[src/sv/sp2oam_pkg.sv]
// ----------------------------------------------------------------------------
// sp2oam_pkg
// Shared constants, codes and types of the sprite-piece to OAM writer.
// ----------------------------------------------------------------------------
package sp2oam_pkg;

	localparam int ENTRY_COUNT = 128;
	localparam int NEXT_W      = 8;
	localparam int ENTRY_W     = 7;
	localparam int WORD_W      = 4;
	localparam int HIGH_DEPTH  = 16;

	localparam logic [NEXT_W-1:0] ENTRY_END = NEXT_W'(ENTRY_COUNT);

	localparam logic [15:0] ATTR_MASK = 16'hF1FF;
	localparam logic [15:0] PARK_X    = 16'h0180;
	localparam logic [7:0]  PARK_Y    = 8'hE0;
	localparam logic [7:0]  WRAP_Y    = 8'hF0;
	localparam logic [7:0]  OFF_LIMIT = 8'hE0;

	typedef enum logic [0:0] {
		REQ_PIECE = 1'b0,
		REQ_START = 1'b1
	} req_t;

	typedef enum logic [2:0] {
		CLIP_NONE     = 3'd0,
		CLIP_PARK_OFF = 3'd1,
		CLIP_PARK_ON  = 3'd2,
		CLIP_WRAP_MIS = 3'd3,
		CLIP_WRAP_HIT = 3'd4
	} clip_t;

	typedef enum logic [1:0] {
		TILE_PASS = 2'd0,
		TILE_MASK = 2'd1,
		TILE_ADD  = 2'd2
	} tile_t;

	typedef struct packed {
		logic              fire;
		logic              start;
		logic              stop;
		logic [ENTRY_W-1:0] new_index;
		logic [1:0]        pair;
	} upd_t;

	typedef struct packed {
		logic               drop;
		logic [ENTRY_W-1:0] idx;
		logic [WORD_W-1:0]  word_index;
		logic [15:0]        word_new;
	} stat_t;

	typedef logic [(1<<ENTRY_W)-1:0][NEXT_W-1:0] mod_table_t;

	function automatic mod_table_t build_mod_table();
		mod_table_t t;
		for (int i = 0; i < (1 << ENTRY_W); i++) begin
			t[i] = NEXT_W'(i % ENTRY_COUNT);
		end
		return t;
	endfunction

	localparam mod_table_t MOD_TABLE = build_mod_table();

endpackage

[src/sv/sprite_piece_to_oam_writer.sv]
// ----------------------------------------------------------------------------
// sprite_piece_to_oam_writer
// Turns one sprite-map piece per beat into one sprite-attribute entry, or a
// dropped result, and keeps the entry pointer and the high table.
// ----------------------------------------------------------------------------
// Channel | Direction | Handshake            | Payload
// in      | into      | in_valid / in_stall  | req_type .. new_index
// out     | out of    | out_valid / out_stall| dropped .. high_word
//
// A beat is held in the input register, then reaches the result register
// on the edge where the pointer and high table update. One beat is taken
// per cycle unless the output stalls; pointer and table feed the next beat.
// Reset clears the pointer, the high table and both valid flags.
// A stall on the output holds both registers and raises in_stall once the
// input register is full.
// ----------------------------------------------------------------------------
module sprite_piece_to_oam_writer (
	input  logic        clk,
	input  logic        arst_n,
	input  logic        in_valid,
	output logic        in_stall,
	input  logic        req_type,
	input  logic [15:0] x_word,
	input  logic [7:0]  y_offset,
	input  logic [15:0] attr_word,
	input  logic [15:0] base_x,
	input  logic [7:0]  base_y,
	input  logic [15:0] chr_or,
	input  logic [15:0] tile_add,
	input  logic [2:0]  clip_mode,
	input  logic [1:0]  tile_mode,
	input  logic        stop_at_end,
	input  logic [6:0]  new_index,
	output logic        out_valid,
	input  logic        out_stall,
	output logic        dropped,
	output logic [6:0]  entry_index,
	output logic [7:0]  x_low,
	output logic [7:0]  y_out,
	output logic [15:0] attr_out,
	output logic [3:0]  high_word_index,
	output logic [15:0] high_word
);

	logic        valid_s1;
	logic        req_s1;
	logic [15:0] x_word_s1;
	logic [7:0]  y_offset_s1;
	logic [15:0] attr_word_s1;
	logic [15:0] base_x_s1;
	logic [7:0]  base_y_s1;
	logic [15:0] chr_or_s1;
	logic [15:0] tile_add_s1;
	logic [2:0]  clip_mode_s1;
	logic [1:0]  tile_mode_s1;
	logic        stop_s1;
	logic [6:0]  new_index_s1;

	logic        out_valid_q;
	logic        advance;
	logic        load_s1;

	logic [7:0]  c_x_low;
	logic [7:0]  c_y_out;
	logic [15:0] c_attr;
	logic [1:0]  c_pair;

	sp2oam_pkg::upd_t  upd;
	sp2oam_pkg::stat_t stat;

	assign advance  = !out_valid_q || !out_stall;
	assign in_stall = valid_s1 && !advance;
	assign load_s1  = in_valid && !in_stall;

	always_ff @(posedge clk or negedge arst_n) begin
		if (!arst_n) begin
			valid_s1 <= 1'b0;
		end else if (advance || !valid_s1) begin
			valid_s1 <= in_valid;
		end
	end

	always_ff @(posedge clk) begin
		if (load_s1) begin
			req_s1       <= req_type;
			x_word_s1    <= x_word;
			y_offset_s1  <= y_offset;
			attr_word_s1 <= attr_word;
			base_x_s1    <= base_x;
			base_y_s1    <= base_y;
			chr_or_s1    <= chr_or;
			tile_add_s1  <= tile_add;
			clip_mode_s1 <= clip_mode;
			tile_mode_s1 <= tile_mode;
			stop_s1      <= stop_at_end;
			new_index_s1 <= new_index;
		end
	end

	sp2oam_calc u_calc (
		.x_word    (x_word_s1),
		.y_offset  (y_offset_s1),
		.attr_word (attr_word_s1),
		.base_x    (base_x_s1),
		.base_y    (base_y_s1),
		.chr_or    (chr_or_s1),
		.tile_add  (tile_add_s1),
		.clip_mode (clip_mode_s1),
		.tile_mode (tile_mode_s1),
		.x_low     (c_x_low),
		.y_out     (c_y_out),
		.attr_out  (c_attr),
		.pair      (c_pair)
	);

	assign upd.fire      = valid_s1 && advance;
	assign upd.start     = (req_s1 == sp2oam_pkg::REQ_START);
	assign upd.stop      = stop_s1;
	assign upd.new_index = new_index_s1;
	assign upd.pair      = c_pair;

	sp2oam_state u_state (
		.clk    (clk),
		.arst_n (arst_n),
		.upd    (upd),
		.stat   (stat)
	);

	always_ff @(posedge clk or negedge arst_n) begin
		if (!arst_n) begin
			out_valid_q <= 1'b0;
		end else if (advance) begin
			out_valid_q <= valid_s1;
		end
	end

	always_ff @(posedge clk) begin
		if (upd.fire) begin
			dropped <= stat.drop;
			if (stat.drop) begin
				entry_index     <= '0;
				x_low           <= '0;
				y_out           <= '0;
				attr_out        <= '0;
				high_word_index <= '0;
				high_word       <= '0;
			end else begin
				entry_index     <= stat.idx;
				x_low           <= c_x_low;
				y_out           <= c_y_out;
				attr_out        <= c_attr;
				high_word_index <= stat.word_index;
				high_word       <= stat.word_new;
			end
		end
	end

	assign out_valid = out_valid_q;

endmodule

[src/sv/sp2oam_calc.sv]
// ----------------------------------------------------------------------------
// sp2oam_calc
// Position, vertical clip, attribute and high-pair logic for one piece.
// ----------------------------------------------------------------------------
module sp2oam_calc (
	input  logic [15:0] x_word,
	input  logic [7:0]  y_offset,
	input  logic [15:0] attr_word,
	input  logic [15:0] base_x,
	input  logic [7:0]  base_y,
	input  logic [15:0] chr_or,
	input  logic [15:0] tile_add,
	input  logic [2:0]  clip_mode,
	input  logic [1:0]  tile_mode,
	output logic [7:0]  x_low,
	output logic [7:0]  y_out,
	output logic [15:0] attr_out,
	output logic [1:0]  pair
);

	logic [15:0] x_sum;
	logic [15:0] x_fin;
	logic [8:0]  y9;
	logic        neg;
	logic        carry;
	logic        off;

	assign x_sum = base_x + x_word;
	assign y9    = {1'b0, base_y} + {1'b0, y_offset};
	assign neg   = y_offset[7];
	assign carry = y9[8];

	always_comb begin
		if (!neg) begin
			off = (y9 >= {1'b0, sp2oam_pkg::OFF_LIMIT});
		end else if (carry) begin
			off = (y9[7:0] >= sp2oam_pkg::OFF_LIMIT);
		end else begin
			off = (y9[7:0] < sp2oam_pkg::OFF_LIMIT);
		end
	end

	always_comb begin
		x_fin = x_sum;
		y_out = y9[7:0];
		case (clip_mode)
			sp2oam_pkg::CLIP_PARK_OFF: begin
				if (off) begin
					x_fin = sp2oam_pkg::PARK_X;
					y_out = sp2oam_pkg::PARK_Y;
				end
			end
			sp2oam_pkg::CLIP_PARK_ON: begin
				if (!off) begin
					x_fin = sp2oam_pkg::PARK_X;
					y_out = sp2oam_pkg::PARK_Y;
				end
			end
			sp2oam_pkg::CLIP_WRAP_MIS: begin
				if (carry != neg) begin
					y_out = sp2oam_pkg::WRAP_Y;
				end
			end
			sp2oam_pkg::CLIP_WRAP_HIT: begin
				if (carry == neg) begin
					y_out = sp2oam_pkg::WRAP_Y;
				end
			end
			default: begin
			end
		endcase
	end

	always_comb begin
		case (tile_mode)
			sp2oam_pkg::TILE_MASK: attr_out = chr_or | (attr_word & sp2oam_pkg::ATTR_MASK);
			sp2oam_pkg::TILE_ADD:  attr_out = chr_or | (tile_add + attr_word);
			default:               attr_out = attr_word;
		endcase
	end

	assign x_low = x_fin[7:0];
	assign pair  = {x_word[15], x_fin[8]};

endmodule

[src/sv/sp2oam_state.sv]
// ----------------------------------------------------------------------------
// sp2oam_state
// Entry pointer and the sixteen-word high table, with their update rules.
// ----------------------------------------------------------------------------
module sp2oam_state (
	input  logic              clk,
	input  logic              arst_n,
	input  sp2oam_pkg::upd_t  upd,
	output sp2oam_pkg::stat_t stat
);

	logic [sp2oam_pkg::NEXT_W-1:0]  next_entry_q;
	logic [15:0]                    high_q [sp2oam_pkg::HIGH_DEPTH];
	logic                           full;
	logic [sp2oam_pkg::ENTRY_W-1:0] idx;
	logic [sp2oam_pkg::WORD_W-1:0]  w;
	logic [15:0]                    word_new;
	logic [sp2oam_pkg::NEXT_W-1:0]  inc;
	logic [sp2oam_pkg::NEXT_W-1:0]  next_adv;
	logic                           drop;

	assign full     = (next_entry_q >= sp2oam_pkg::ENTRY_END);
	assign idx      = full ? '0 : next_entry_q[sp2oam_pkg::ENTRY_W-1:0];
	assign w        = idx[sp2oam_pkg::ENTRY_W-1:3];
	assign word_new = high_q[w] | (16'(upd.pair) << {idx[2:0], 1'b0});
	assign inc      = {1'b0, idx} + sp2oam_pkg::NEXT_W'(1);
	assign next_adv = (!upd.stop && inc >= sp2oam_pkg::ENTRY_END) ? '0 : inc;
	assign drop     = upd.start || (full && upd.stop);

	assign stat.drop       = drop;
	assign stat.idx        = idx;
	assign stat.word_index = w;
	assign stat.word_new   = word_new;

	always_ff @(posedge clk or negedge arst_n) begin
		if (!arst_n) begin
			next_entry_q <= '0;
			for (int i = 0; i < sp2oam_pkg::HIGH_DEPTH; i++) begin
				high_q[i] <= '0;
			end
		end else if (upd.fire) begin
			if (upd.start) begin
				next_entry_q <= sp2oam_pkg::MOD_TABLE[upd.new_index];
				for (int i = 0; i < sp2oam_pkg::HIGH_DEPTH; i++) begin
					high_q[i] <= '0;
				end
			end else if (!drop) begin
				high_q[w]    <= word_new;
				next_entry_q <= next_adv;
			end
		end
	end

endmodule
[config.mk]
export PLATFORM = sky130hd
export DESIGN_NAME = sprite_piece_to_oam_writer
export DESIGN_NICKNAME = d
export VERILOG_FILES = /design/src/sv/sp2oam_pkg.sv /design/src/sv/sprite_piece_to_oam_writer.sv /design/src/sv/sp2oam_calc.sv /design/src/sv/sp2oam_state.sv
export SDC_FILE = /design/constraint.sdc
export NUM_CORES = 1
export LEC_CHECK = 0
export BUFFER_PORTS_ARGS = -buffer_cell sky130_fd_sc_hd__buf_2
export CAP_MARGIN = 5
export CORE_ASPECT_RATIO = 0.75
export CORE_MARGIN = 5
export CORE_UTILIZATION = 60
export CTS_CLUSTER_SIZE = 14
export DETAILED_ROUTE_END_ITERATION = 10
export PLACE_DENSITY = 0.9
export SYNTH_ARGS = -nofsm -noshare
export SYNTH_HDL_FRONTEND = slang
export SYNTH_SLANG_ARGS = --single-unit
[constraint.sdc]
create_clock -name clk -period 4.83 [get_ports clk]
set_input_delay 0.483 -clock clk [delete_from_list [all_inputs] [get_ports clk]]
set_output_delay 0.483 -clock clk [all_outputs]
set_load 0.02 [all_outputs]
# After elaboration in Yosys (flattened, before gate mapping)

Memories as Yosys holds them, arrays and structs flattened. A register that Yosys moved wholly into a read port is not among the register bits.
Index checks and enable logic that the tools add are counted.
W data, S select, Z words.

Flip-flop bits (word level): 429
ROM bits: 1,024
Bits of input ports: 114
Output and inout port bits: 62
Logic and storage cells: 106
Memories: 1

Memory list:

| name             | words | width | rd ports | clocked after Yosys merged registers in | wr ports | RTL line           | source |
|---|---|---|---|---|---|---|---|
| (name not given) | 128   | 8     | 1        | 1                                       | 0        | sp2oam_state.sv:43 | `next_entry_q <= sp2oam_pkg::MOD_TABLE[upd.new_index];` |

$add $sub $neg: 4
$lt $le $gt $ge: 8
Equal/unequal tests: 9
Shifts and indexed selects: 1
Mux-type cells: 25
Bitwise gates (word level): 4
Reductions and logical operators: 16

Operators by type and width:

| operator              | count |
|---|---|
| $mux W256             | 2 |
| $bwmux W256           | 1 |
| $bmux W16 S4          | 1 |
| $demux W16 S4         | 1 |
| $mux W8               | 8 |
| $mux W16              | 3 |
| $or A16 B16 Y16       | 3 |
| $pmux W16 S2          | 1 |
| $pmux W8 S4           | 1 |
| $ge A8 B8 Y1 const B  | 3 |
| $mux W9               | 2 |
| $pmux W9 S2           | 1 |
| $add A16 B16 Y16      | 1 |
| $shl A2 B4 Y16        | 1 |
| $mux W7               | 2 |
| $add A8 B8 Y9         | 1 |
| $add A9 B9 Y9         | 1 |
| $ge A9 B8 Y1 const B  | 1 |
| $add A7 B1 Y8 const B | 1 |
| $lt A7 B8 Y1 const B  | 1 |
| $lt A8 B8 Y1 const B  | 1 |
| $eq A3 B2 Y1 const B  | 2 |
| $logic_and A1 B1 Y1   | 6 |
| $logic_not A1 Y1      | 6 |
| 13 further kinds      | 16 |

# Depth between registers and ports, before layout

Depth in word-level cells: 11
Mapped depth: 12
Mapped depth without buffers: 11

# Hierarchy

A second synthesis with hierarchy kept.

Cells, all modules: 1,759
Area total of the unflattened synthesis: 20,185.6 sq um

By module, submodules not included:

| module                     | times used | cells an instance | area an instance (sq um) | sequential area each (sq um) |
|---|---|---|---|---|
| sp2oam_state               | 1          | 1,238             | 12,582.1                 | 6,606.3 |
| sprite_piece_to_oam_writer | 1          | 243               | 5,599.1                  | 5,154.9 |
| sp2oam_calc                | 1          | 278               | 2,004.4                  | 0.0 |

# Least setup slack after synthesis

Ideal clock, no wire load.

Kind: register to register
Start point: reg out_valid_q, in the netlist out_valid
End point: reg u_state.high_q[55] in the netlist's numbering
Setup time: 0.083 ns
Arrival time: 3.752 ns
Required time: 4.747 ns
Slack: 0.996 ns
Cell stages (with the launch flop): 8
Path buffers: 1
Clock period less this slack: 3.834 ns
Path through: dfrtp_1 nand2_1 and2_0 nand2_1 nor2_1 nand2_1 clkbuf_1 o21ai_0

RTL lines:

| what                          | RTL line                          | source |
|---|---|---|
| start, declared               | sprite_piece_to_oam_writer.sv:59  | `logic out_valid_q;` |
| start signal, assigned        | sprite_piece_to_oam_writer.sv:133 | `out_valid_q <= valid_s1;` |
| end signal, assigned by index | sp2oam_state.sv:48                | `high_q[w] <= word_new;` |
| end, declared                 | sp2oam_state.sv:13                | `logic [15:0] high_q [sp2oam_pkg::HIGH_DEPTH];` |

# Final worst setup path

Start point: reg base_x_s1[0]
End point: reg u_state.high_q[192] in the netlist's numbering

Cells in the longest elaborated chain, start to end: 8
Elaborated cells on any way between the ends: 9
Classes of those cells: add/sub: 1; shift: 1; mux: 6; bitwise: 1

Ends and longest elaborated chain:

| what                              | RTL line                             | source |
|---|---|---|
| start, declared                   | sprite_piece_to_oam_writer.sv:50     | `logic [15:0] base_x_s1;` |
| start signal, assigned            | sprite_piece_to_oam_writer.sv:89     | `base_x_s1 <= base_x;` |
| $add A9 B9 Y9 *                   | sp2oam_calc.sv:28                    | `assign x_sum = base_x + x_word;` |
| $mux W9, on equally long branches | sp2oam_calc.sv:54, sp2oam_calc.sv:48 |  |
| $pmux W9 S2 *                     | sp2oam_calc.sv:46                    | `case (clip_mode)` |
| $shl A2 B4 Y16 *                  | sp2oam_state.sv:25                   | `assign word_new = high_q[w] \| (16'(upd.pair) << {idx[2:0], 1'b0});` |
| $or A16 B16 Y16 *                 | sp2oam_state.sv:25                   |  |
| $bwmux W256 *                     | sp2oam_state.sv:48                   |  |
| $mux W256 *                       | sp2oam_state.sv:47                   | `end else if (!drop) begin` |
| $mux W256 *                       | sp2oam_state.sv:42                   | `if (upd.start) begin` |

Every way passes the cells marked *; elsewhere a longest branch is shown, timed or not. The select of a mux whose other input is x is not followed.
A chain may end at the register's enable or synchronous reset.

==> results by group <==
Placement
  • HPWL after detailed placement: 34190 um
  • GPL Wtd Cong: 0.9496
  • # port buffers: 162
  • Worst slack at placement: 0.8361 ns

Pwr
  • Int Power: 6040 uW
  • Switching Share: 0.3139
  • Clk network pwr share: 0.346
  • Pwr/cell area: 407.7 nW/um2
  • Logic gate share of total power: 0.188
  • NetSw: 2763 uW
  • Part of the power in registers: 0.466
  • Leakage power: 0.008788 uW
  • Peak supply drop: 323.0 uV

STA
  • Highest clock rate: 0.2407 GHz
  • Hold Slack: -0.01327 ns
  • Max-slew violation count: 0
  • Measured slew at the worst slew-check pin: 1.236 ns
  • RSZ-0062 raised after global routing: false
  • Setup tns final: 0 ns
  • Tmin final: 4.155 ns
  • Skew final: 0.03047 ns
  • Slew headroom: 0.1763
  • Final hold vios: 11
  • Period utilization: 0.8602
  • Final setup vio count: 0
  • Final worst slack: 0.6753 ns

Floorplanning
  • Die width: 216.2 um
  • Top-Level Pins: 176
  • Initial core utilization: 0.6093
  • Floorplan core area: 31390 um2
  • Die H: 164.6 um
  • Core Rows: 56
  • Die Area: 35580 um2

Layout
  • Most common cell after layout, fill and taps aside: nand2_1
  • Layout cells sized above 1: 0.1572
  • Most frequent cells in the layout: 273 x nand2_1, 266 x dfrtp_1, 235 x o21ai_0
  • Layout area overhead: 12.90%
  • Final Net Count: 2081
  • Ant diodes: 0

Global route
  • Initial antenna violation count: 0
  • Vias in the first global route: 15860
  • First-pass GRT wire length: 85310 um
  • Largest net degree at the start of global routing: 127
  • Gr ovfl total: 0
  • Gr usage total: 0.3019

Synthesis
  • Distinct cell type count after synthesis: 73
  • Syn_nets: 1958
  • Prevailing post-synth register cell: dfrtp_1
  • Seq/Total Area, Yosys: 0.5956
  • Yosys top cell by area: dfrtp_1
  • Synth area leaders: dfrtp_1 35%, edfxtp_1 24%, o21ai_0 6.1%
  • Post-synth EDFFs: 153
  • YS warnings: 0
  • Post-Synthesis Cells: 1807
  • Fraction of registers with async set/reset: 0.6244
  • Syn avg cell area: 10.58 um2
  • Share of the synthesized area in the top cell type: 0.3480
  • Mapped cell area: 19130 um2
  • Yosys reg bits: 426

CTS
  • H-tree Lvls: 2
  • Maximum buffer depth of the clock tree: 3
  • Num CTS Buffers: 40
  • Worst-path clk slew: 0.07 ns
  • CTS sink count: 426
  • Post-CTS setup buffer count: 0
  • CTS Root Cell: clkbuf_16
  • CTS Hold Buffers Added: 0
  • Clock Latency Late Sink: 0.57 ns
  • Post-CTS sizing: 0
  • CTS tree: done

Setup path
  • Top cell by count, worst path: o21ai_0
  • Worst path top cell family by delay: compound AO/OA/AOI/OAI gates
  • Startpoint types: flip-flop
  • WS Path Type: reg2reg
  • Cells traversed along the worst timing path: ha_1 -> fa_1 -> a21o_1 -> a21oi_1 -> o21ai_0 -> o41ai_1 -> xnor2_1 -> o21ai_0 -> nor2_1 -> o21ai_0
  • Origin of the critical flop-to-flop path: base_x_s1[0]$_DFFE_PP_
  • R2R Path End: u_state.high_q[192]$_DFFE_PN0P_
  • CP Buf/Inv Count: 0
  • Flop2flop setup slack: 0.68 ns
  • CP Capture Type: flip-flop
  • Crit-path max cell delay: 0.79 ns
  • Worst path arrival time: 4.53 ns
  • R2R cell count: 10
  • CP max FO: 17
  • CP max stage cell: nor2_1
  • Critical path required time: 5.20 ns

Drt
  • DRT Pass-1 Iters: 7
  • Number of DRC markers in iteration 0: 2391
  • DR vias: 15960
  • Drt total wl: 54430 um
  • Antenna Violating Nets Remaining: 0
  • Vias per cell: 6.750
  • Drt drc: 0
  • WL per Instance: 23.02 um

Outcome
  • Failing checks: hold timing
  • Status: finished, violations left

Worst hold path
  • Tightest Hold Check Type: in2async

Flow run
  • Max_cap viols: 0
cell usage after synthesis, drive strengths merged (9+ instances only):
library cell,number
a211oi,11
a22oi,71
nand2,273
buf,21
nor2,134
a21o,9
o21ai,254
dfrtp,266
and2,9
nand2b,15
edfxtp,153
inv,23
o22ai,17
nor2b,10
nand3,14
clkbuf,101
xnor2,21
a22o,27
a221oi,29
a21oi,113
o31ai,65
nor3,24
ha,34
kinds of logic (layout without fill, tap and decap cells):
kind of cell | after synthesis | count (layout) | share of synthesized area
compound gates | 644 | 644 | 0.2127
flops | 426 | 426 | 0.5956
xor+xnor | 27 | 27 | 0.01236
buf+inv | 147 | 299 | 0.03055
fa+ha+maj | 37 | 37 | 0.02538
mux | 12 | 12 | 0.008112
simple gates | 514 | 514 | 0.1153
through the flow:
| stage | cells | instance area (um2) | utilization | power [uW] |
|---|---|---|---|---|
| 2_1_floorplan | 1807 | 19130 | - | 5137 |
| 3_3_place_gp | 2294 | 20350 | 0.6483 | 5673 |
| 3_5_place_dp | 2294 | 20350 | 0.6483 | 5739 |
| 4_1_cts | 2365 | 21590 | 0.6879 | 8755 |
| 5_1_grt | 2365 | 21590 | 0.6879 | 9082 |
| 6_report | 2365 | 21590 | 0.6879 | 8803 |
power groups by stage:
stage | clock, uW | combinational [uW] | sequential, uW
final | 3040 | 1650 | 4110
after global routing | 3220 | 1740 | 4120
after CTS | 3060 | 1590 | 4100
after detailed placement | 0 | 1570 | 4160
after global placement | 0 | 1520 | 4150
after floorplan | 0 | 971 | 4170
state kept, by name, indices dropped and copies added (netlist names), named ones only:
register / cells
valid_s1: 1
clip_mode_s1: 3
high_word: 16
entry_index: 7
tile_mode_s1: 2
attr_word_s1: 16
chr_or_s1: 16
new_index_s1: 7
u_state.next_entry_q: 8
y_offset_s1: 8
attr_out: 16
x_low: 8
stop_s1: 1
base_x_s1: 9
dropped: 1
u_state.high_q: 256
base_y_s1: 8
req_s1: 1
out_valid: 1
x_word_s1: 10
y_out: 8
tile_add_s1: 16
layer usage:
metal	share of wire	routed length [um]	GRT usage	up-vias
li1	-	-	-	6829
met1	0.37	20050	0.4031	7785
met2	0.46	25260	0.4815	1135
met3	0.13	6914	0.07990	215
met4	0.041	2207	0.1176	0
met5	0	0	0	-
cell type report:
type | instances | area (um2)
inverters | 25 | 95.09
fillers | 2172 | 9797
clock inverters | 10 | 87.58
multi-input cells | 1234 | 7203
repair buffers | 203 | 1154
well taps | 406 | 508.0
flip-flops and latches | 426 | 11390
clock buffers | 61 | 1155
worst max-delay path by stage:
stage                                 startpoint                              end  cells after the start
after floorplan            out_valid$_DFFE_PN0P_   u_state.high_q[55]$_DFFE_PN0P_                      7
after global placement    base_x_s1[0]$_DFFE_PP_   u_state.high_q[80]$_DFFE_PN0P_                     10
after detailed placement  base_x_s1[0]$_DFFE_PP_  u_state.high_q[164]$_DFFE_PN0P_                     10
after CTS                 base_x_s1[0]$_DFFE_PP_  u_state.high_q[164]$_DFFE_PN0P_                     10
after global routing      base_x_s1[0]$_DFFE_PP_  u_state.high_q[176]$_DFFE_PN0P_                     10
final                     base_x_s1[0]$_DFFE_PP_  u_state.high_q[192]$_DFFE_PN0P_                     10
Power figures use the tool's default switching activity.
